<file path="src/design/mascu_pkg.sv">
// shared types and constants for the mean-above-sigma-cutoff unit
package mascu_pkg;

	localparam int SAMPLE_W = 24;
	localparam int QCOUNT_W = 11;
	localparam int MULT_W   = 5;
	localparam int SQ_W     = 48;
	localparam int ROOT_W   = 24;
	localparam logic signed [MULT_W-1:0] MULT_RESET = 5'sd1;

	typedef struct packed {
		logic signed [SAMPLE_W-1:0] sample_value;
		logic                       sample_valid;
		logic                       last_sample;
	} in_t;

	typedef struct packed {
		logic signed [SAMPLE_W-1:0] mean_above_cutoff;
		logic                       no_result;
		logic                       overflow_dropped;
		logic [QCOUNT_W-1:0]        qualifying_count;
	} out_t;

	typedef enum logic [1:0] {
		DIV_SUM = 2'd0,
		DIV_SQ  = 2'd1,
		DIV_ACC = 2'd2
	} div_sel_t;

	typedef struct packed {
		logic     load;
		logic     div_start;
		div_sel_t div_sel;
		logic     sqrt_start;
		logic     cut_cap;
		logic     pass_en;
		logic     out_load;
		logic     clear;
	} cmd_t;

	typedef struct packed {
		logic empty;
		logic div_busy;
		logic div_done;
		logic sqrt_done;
		logic pass_done;
		logic qual_zero;
	} sts_t;

endpackage

</file>
<file path="src/design/mascu_ctrl.sv">
// controller: sequences load, statistics, root, pass and result hand-off
module mascu_ctrl (
	input  logic            clk,
	input  logic            arst_n,
	input  logic            item_valid,
	input  logic            item_last,
	output logic            item_stall,
	output logic            result_valid,
	input  logic            result_stall,
	input  mascu_pkg::sts_t sts,
	output mascu_pkg::cmd_t cmd
);

	typedef enum logic [8:0] {
		ST_IDLE  = 9'b000000001,
		ST_CHECK = 9'b000000010,
		ST_MEAN  = 9'b000000100,
		ST_MSQ   = 9'b000001000,
		ST_VAR   = 9'b000010000,
		ST_SQRT  = 9'b000100000,
		ST_CUT   = 9'b001000000,
		ST_PASS  = 9'b010000000,
		ST_DONE  = 9'b100000000
	} state_t;

	state_t state_q;
	state_t state_d;
	logic   out_valid_q;
	logic   slot_free;
	logic   accept;
	logic   res_wait_q;

	assign item_stall   = (state_q != ST_IDLE);
	assign accept       = item_valid && !item_stall;
	assign slot_free    = !out_valid_q || !result_stall;
	assign result_valid = out_valid_q;

	always_comb begin
		state_d = state_q;
		cmd     = '0;
		cmd.div_sel = mascu_pkg::DIV_SUM;
		case (state_q)
			ST_IDLE: begin
				cmd.load = item_valid;
				if (item_valid && item_last) begin
					state_d = ST_CHECK;
				end
			end
			ST_CHECK: begin
				if (sts.empty) begin
					state_d = ST_DONE;
				end else begin
					cmd.div_start = 1'b1;
					state_d = ST_MEAN;
				end
			end
			ST_MEAN: begin
				if (sts.div_done) begin
					cmd.div_start = 1'b1;
					cmd.div_sel   = mascu_pkg::DIV_SQ;
					state_d = ST_MSQ;
				end
			end
			ST_MSQ: begin
				if (sts.div_done) begin
					state_d = ST_VAR;
				end
			end
			ST_VAR: begin
				cmd.sqrt_start = 1'b1;
				state_d = ST_SQRT;
			end
			ST_SQRT: begin
				if (sts.sqrt_done) begin
					state_d = ST_CUT;
				end
			end
			ST_CUT: begin
				cmd.cut_cap = 1'b1;
				state_d = ST_PASS;
			end
			ST_PASS: begin
				// final average runs here too, after the pass
				cmd.pass_en = !res_wait_q;
				cmd.div_sel = mascu_pkg::DIV_ACC;
				if (res_wait_q) begin
					if (sts.div_done) begin
						state_d = ST_DONE;
					end
				end else if (sts.pass_done) begin
					if (sts.qual_zero) begin
						state_d = ST_DONE;
					end else begin
						cmd.div_start = 1'b1;
					end
				end
			end
			ST_DONE: begin
				if (slot_free) begin
					cmd.out_load = 1'b1;
					cmd.clear    = 1'b1;
					state_d = ST_IDLE;
				end
			end
			default: begin
				state_d = ST_IDLE;
			end
		endcase
	end

	always_ff @(posedge clk or negedge arst_n) begin
		if (!arst_n) begin
			state_q     <= ST_IDLE;
			out_valid_q <= 1'b0;
			res_wait_q  <= 1'b0;
		end else begin
			state_q <= state_d;
			if (cmd.out_load) begin
				out_valid_q <= 1'b1;
			end else if (!result_stall) begin
				out_valid_q <= 1'b0;
			end
			if (state_q != ST_PASS) begin
				res_wait_q <= 1'b0;
			end else if (cmd.div_start) begin
				res_wait_q <= 1'b1;
			end
		end
	end

	a_last_starts: assert property (@(posedge clk) disable iff (!arst_n)
		accept && item_last |=> state_q == ST_CHECK)
		else $error("last word did not start the computation");

	a_no_overwrite: assert property (@(posedge clk) disable iff (!arst_n)
		cmd.out_load |-> (!out_valid_q || !result_stall))
		else $error("result word overwritten while stalled");

	a_div_idle: assert property (@(posedge clk) disable iff (!arst_n)
		cmd.div_start |-> !sts.div_busy)
		else $error("divider restarted while busy");

	a_load_idle: assert property (@(posedge clk) disable iff (!arst_n)
		cmd.load |-> !cmd.div_start && !cmd.sqrt_start && !cmd.pass_en)
		else $error("sample loaded during computation");

endmodule

</file>
<file path="config.mk">
export PLATFORM = sky130hd
export DESIGN_NAME = mascu_ctrl
export DESIGN_NICKNAME = d
export VERILOG_FILES = /design/src/design/mascu_pkg.sv /design/src/design/mascu_ctrl.sv
export SDC_FILE = /design/constraint.sdc
export NUM_CORES = 1
export LEC_CHECK = 0
export CORE_MARGIN = 1
export CORE_UTILIZATION = 53
export CTS_CLUSTER_DIAMETER = 30
export CTS_CLUSTER_SIZE = 24
export DETAILED_ROUTE_END_ITERATION = 6
export DONT_BUFFER_PORTS = 1
export GPL_TIMING_DRIVEN = 0
export MAX_ROUTING_LAYER = met4
export PLACE_DENSITY = 0.8
export SYNTH_ARGS = -nofsm -noshare
export SYNTH_HDL_FRONTEND = slang
export SYNTH_SLANG_ARGS = --single-unit
</file>
<file path="constraint.sdc">
create_clock -name clk -period 1.7 [get_ports clk]
set_clock_uncertainty 0.2 [all_clocks]
set_input_delay 0.085 -clock clk [delete_from_list [all_inputs] [get_ports clk]]
set_output_delay 0.085 -clock clk [all_outputs]
set_load 0.005 [all_outputs]
</file>
==> flow_metrics.tcl, run 1 <==
set metrics [dict create \
    status "finished, violations left" \
    violations "setup timing" \
    die_h_um 39.3 \
    grt_pass1_wl_um 2770 \
    ys.flop_type "dfrtp_1" \
    yosys.area.top_type "dfrtp_1" \
    syn_area_um2 738 \
    ys_ff_latch 11 \
    yosysSeqAreaShare_pct 37.5 \
    drv_slew 0 \
    grt_max_degree 12 \
    hold_slack_ps 19.8 \
    fin_crit_ps 2000 \
    worstSkewPairLatency_ps 260 \
    synth_area_leaders "dfrtp_1, nor2_1, a21oi_1" \
    die_w_um 39.3 \
    rows 13 \
    required_ps 1670 \
    grt_pass1_vias 725 \
    clock-sinks 11 \
    synth_top_area_share_pct 33.9 \
    syn_to_final_growth_pct 53.6 \
    critPathLaunchType "flip-flop" \
    cts.clk_slew.worst_paths_ps 70 \
    stdcell_count 126 \
    cts_buffer_depth 2 \
    cts_tree "yes" \
    regToRegSetupSlack_ps -300 \
    viasPerCell 6.21 \
    cts_buffers 3 \
    p_per_area_mw_per_mm2 1240 \
    maxCapViolCount 0 \
    syn_avg_cell_area_um2 9.00 \
    timing.rr.start "state_q[2]$_DFFE_PN0P_" \
    arrival_ps 1970 \
    drtIter0Drc 21 \
    start_util_pct 56.7 \
    yosysMostFrequentCell "dfrtp_1" \
    avgRoutedWirePerCell_um 18.1 \
    port_buffers 0 \
    fmax_mhz 500 \
    htree_levels 1 \
    hp-class "in2async" \
    period_share_pct 118 \
    cts-root-buf "clkbuf_4" \
    netlist_instances 82 \
    ios 22 \
    grt_antenna_before_repair 0 \
    yosysUniqueCellTypes 38 \
    tightestPinTransition_ps 502 \
    gr-total-overflow 0 \
    antenna_left 0 \
    synth_fp_nets 93 \
    setup.worst_path.class "reg2reg" \
    num-nets-final 123 \
    cp_max_fo 6 \
    rsz0062_at_grt "yes" \
    drive_above_1_share_pct 48.6 \
    place.gp.congestion 0.925 \
    routed_wl_um 2280 \
    diodes 0 \
    dp_hpwl_um 1160 \
    max-vdd-ir-drop_v 0.000686 \
    synth_warnings 0 \
    via_count 782 \
    drc 0 \
    core_mm2 0.00130 \
    async_flop_share_pct 100 \
    total_leakage_power_nw 0.514 \
    dr.pass1.iters 4 \
    dp_cells 97 \
    track_usage_pct 28.4 \
    endpoint_kind "flip-flop" \
    ys_top_cells_by_count "dfrtp_1, nor2_1, nand2_1" \
    r2r_cells 6 \
    setup_viol 18 \
    die_area_mm2 0.00155 \
    r2r-end "state_q[6]$_DFFE_PN0P_" \
    hold_viol_final 0 \
    synth_edf_count 0 \
    slew_headroom_pct 66.4 \
    fin_ws_ps -299 \
]
## worst max-delay path, stage by stage, from the launching register on
cell and delay [ps]:
dfrtp_2 470, and2b_1 210, o21ai_1 180, a21oi_1 150, or3_1 350, buf_6 150, nor4b_4 200
## what timing repair did
| item | in CTS | in global routing |
|---|---|---|
| setup buffers | 8 | 8 |
| endpoints found under the hold margin | 18 | 0 |
| resized for setup | 18 | 14 |
| setup endpoints to repair | 19 | 19 |
| hold buffers | 10 | 0 |
| pin swaps | 3 | 12 |
## cell usage in the layout, fill, tap and decap left out, drive strengths merged, types with 2 or more instances in the layout
cell / n
nand2: 7
nand4: 2
nor2: 9
o21ai: 5
a21o: 2
buf: 19
nand4b: 2
and2b: 2
nor3: 5
inv: 4
nor4: 2
dfrtp: 10
xor2: 2
dlygate4sd3: 10
clkbuf: 4
a21oi: 7
nand3b: 2
nor4b: 2
## logic make-up (layout without fill, tap and decap cells)
family                    count (synthesis)  after routing  share of synthesized area, %
buffers and inverters                     8             37                          6.78
DFF                                      11             11                          37.5
AOI/OAI and AO/OA                        20             20                          17.0
xor gates and xnor gates                  2              2                          2.37
and+or+nand+nor                          41             41                          36.4
## layer usage
metal / GRT usage, % / share of wire (%)
met5: - / 0
met4: 19.8 / 3.7
met3: 3.41 / 5.7
met2: 50.0 / 52
met1: 29.2 / 39
## area by class of cell
class,instances,area (um2)
Fill cell,61,168
Buffer,3,26.3
Inverter,4,15.0
Sequential cell,11,285
Tap cell,15,18.8
Multi-Input combinational cell,63,542
Clock buffer,4,26.3
Timing Repair Buffer,26,220
## how the worst max path moves through the flow
| stage | slack [ps] | depth (start not counted) | endpoint | from |
|---|---|---|---|---|
| 2_1_floorplan | -70 | 7 | state_q[6]$_DFFE_PN0P_ | state_q[0]$_DFFE_PN1P_ |
| 4_1_cts | -260 | 8 | state_q[6]$_DFFE_PN0P_ | state_q[0]$_DFFE_PN1P_ |
| 3_5_place_dp | -330 | 5 | res_wait_q$_DFFE_PN0P_ | state_q[3]$_DFFE_PN0P_ |
| 3_3_place_gp | -340 | 4 | state_q[5]$_DFFE_PN0P_ | state_q[3]$_DFFE_PN0P_ |
| 5_1_grt | -320 | 6 | state_q[6]$_DFFE_PN0P_ | state_q[3]$_DFFE_PN0P_ |
| 6_report | -300 | 6 | state_q[6]$_DFFE_PN0P_ | state_q[2]$_DFFE_PN0P_ |
## power by group
group | internal, mW | leakage, nW | switching (mW) | total (mW)
Combinational | 0.407 | 0.362 | 0.423 | 0.830
Sequential | 0.313 | 0.137 | 0.0819 | 0.395
Clock | 0.0907 | 0.0150 | 0.0903 | 0.181
Total | 0.812 | 0.514 | 0.595 | 1.41
## stage by stage
| stage | total power, mW | util [%] | TNS, ps | area [um2] | setup WS, ps |
|---|---|---|---|---|---|
| floorplan | 0.777 | - | -208 | 756 | -65.3 |
| global placement | 0.839 | 59.5 | -1810 | 774 | -344 |
| detailed placement | 0.856 | 59.5 | -2210 | 774 | -334 |
| CTS | 1.23 | 80.0 | -2080 | 1040 | -260 |
| global route | 1.46 | 87.1 | -3650 | 1130 | -315 |
| finish | 1.41 | 87.1 | -2770 | 1130 | -299 |
## sequential cells by signal, summed over array words and instances (netlist names)
register      count
state_q           9
res_wait_q        1
result_valid      1
Note: power is estimated with default switching activity, not from simulation.
==> run 2: changes to the inputs <==
CORE_AREA = 2 2 39 41   (was not set)
CORE_MARGIN = not set   (was 1)
CORE_UTILIZATION = not set   (was 53)
DIE_AREA = 0 0 41 43   (was not set)
clock period = 2.2 ns   (was 1.7 ns; I/O delays follow)
==> run 2 against run 1 <==
Compared with the run above: the run now ends clean; critical endpoint is now cmd[7]; via count decreased by 16%; global-route usage is 5.3 points lower; register-to-register slack gained 420 ps; final cell count decreased by 11%; power decreased by 39%; core utilization fell by 20 points.
==> flow_metrics.tcl, run 2 (synthesis results as in run 1) <==
set metrics [dict create \
    drv_slew 0 \
    clock-sinks 11 \
    total_leakage_power_nw 0.428 \
    setup.worst_path.class "reg2out" \
    track_usage_pct 23.1 \
    critPathSlowestCell "dfrtp_1" \
    die_w_um 41 \
    critPathTopFamily "simple AND/OR/NAND/NOR gates" \
    dp_cells 98 \
    place.gp.congestion 0.922 \
    largest_reg_flops 9 \
    path_buf_inv 0 \
    drtIter0Drc 11 \
    status "finished clean" \
    layout_common_cells "dlygate4sd3_1, dfrtp_1, nor2_1" \
    ios 22 \
    rsz0062_at_grt "yes" \
    start_util_pct 53.3 \
    regMostFlops "state_q" \
    dr.pass1.iters 4 \
    combPwrFrac_pct 50.2 \
    grt_antenna_before_repair 0 \
    syn_to_final_growth_pct 25.9 \
    die_h_um 43 \
    diodes 0 \
    timing.rr.start "state_q[0]$_DFFE_PN1P_" \
    p_clk_share_pct 17.1 \
    crit_path_start "state_q[4]$_DFFE_PN0P_" \
    grt_busiest_layer "met2" \
    grt_max_degree 12 \
    rows 14 \
    cts-root-buf "clkbuf_4" \
    max-vdd-ir-drop_v 0.000587 \
    routed_wl_um 1700 \
    grt_pass1_wl_um 2730 \
    die_area_mm2 0.00176 \
    p_seq_share_pct 32.7 \
    cts_buffers 3 \
    fin_crit_ps 2100 \
    grt_pass1_vias 641 \
    antenna_left 0 \
    drive_above_1_share_pct 22.9 \
    gr-usage-met2_pct 33.8 \
    endpoint_kind "primary output" \
    worstSkewPairLatency_ps 280 \
    crit_path_max_incr_delay_ps 470 \
    critPathLaunchType "flip-flop" \
    drc 0 \
    cts_tree "yes" \
    via_count 660 \
    viasPerCell 5.89 \
    hold_slack_ps 16.7 \
    cellInternalPower_mw 0.503 \
    path_cells "nor4_4, nand4b_1, o41ai_1" \
    p_per_area_mw_per_mm2 921 \
    tightestPinTransition_ps 490 \
    fmax_mhz 476 \
    hp-class "in2async" \
    met1_usage_pct 30.7 \
    gr-total-overflow 0 \
    slew_headroom_pct 67.2 \
    stdcell_count 112 \
    htree_levels 1 \
    avgRoutedWirePerCell_um 15.1 \
    dp_hpwl_um 1120 \
    num-nets-final 108 \
    setup_viol 0 \
    sw_frac_of_total_pct 41.2 \
    grt_util_met3_pct 3.66 \
    cts.clk_slew.worst_paths_ps 70 \
    core_mm2 0.00138 \
    period_share_pct 95.4 \
    maxCapViolCount 0 \
    port_buffers 0 \
    required_ps 1890 \
    multi_input_area_um2 457 \
    arrival_ps 1790 \
    n_fill_cell 108 \
    cp_max_fo 7 \
    regArea_um2 277 \
    hold_viol_final 0 \
    cts_buffer_depth 2 \
    p_sw_mw 0.353 \
]
## run 2: through the flow
step                      worst slack (ps)  cell area (um2)  total power, mW  util [%]  setup TNS, ps
after floorplan                        381              738            0.576         -              0
after global placement                 162              758            0.623      54.8              0
after detailed placement               186              758            0.631      54.8              0
after CTS                             12.7              890            0.811      64.3              0
after global routing                 -7.58              930            0.913      67.2          -7.58
final                                  100              930            0.856      67.2              0
## run 2: path summary, 6_finish.rpt
kind | cells after the start | endpoint | slack, ps
setup / recovery | 3 | cmd[7] | 100
min in group clk | 2 | state_q[3]$_DFFE_PN0P_ | 20
hold reg to reg | 1 | state_q[2]$_DFFE_PN0P_ | 370
setup reg to reg | 6 | state_q[0]$_DFFE_PN1P_ | 120
max in group asynchronous | 1 | state_q[0]$_DFFE_PN1P_ | 1420
hold / removal | 1 | res_wait_q$_DFFE_PN0P_ | 20
## run 2: what timing repair did
item,4_1_cts,5_1_grt
pin swaps,0,0
hold buffers,10,0
setup endpoints to repair,1,2
buffers inserted,0,0
gates resized for setup,1,6
endpoints found under the hold margin,18,0
## run 2: area by class of cell
cell class,count,share of cell area [%]
timing repair buffer,10,10.8
inverter,4,1.62
sequential,11,29.7
buffer,4,3.77
clock buffer,4,2.83
tap,16,2.15
multi-input combinational,63,49.1
## run 2: routing by layer
| metal | up-vias | part of all wire, % |
|---|---|---|
| met2 | 17 | 52 |
| met1 | 313 | 43 |
| met3 | 5 | 3.6 |
| met4 | 0 | 2.0 |
| met5 | - | 0 |
| li1 | 325 | - |
## run 2: power groups by stage
| stage | Sequential (mW) | Clock (mW) | Combinational [mW] |
|---|---|---|---|
| floorplan | 0.268 | 0 | 0.307 |
| global placement | 0.274 | 0 | 0.348 |
| detailed placement | 0.275 | 0 | 0.356 |
| CTS | 0.272 | 0.146 | 0.393 |
| global route | 0.285 | 0.154 | 0.474 |
| finish | 0.280 | 0.147 | 0.430 |
## run 2: worst reg2reg max path, stage by stage (launching register included)
cell and delay (ps):
dfstp_2 530, buf_6 130, nor3b_2 220, nand3_2 160, a21oi_2 150, dlygate4sd3_1 550
or2_2 100
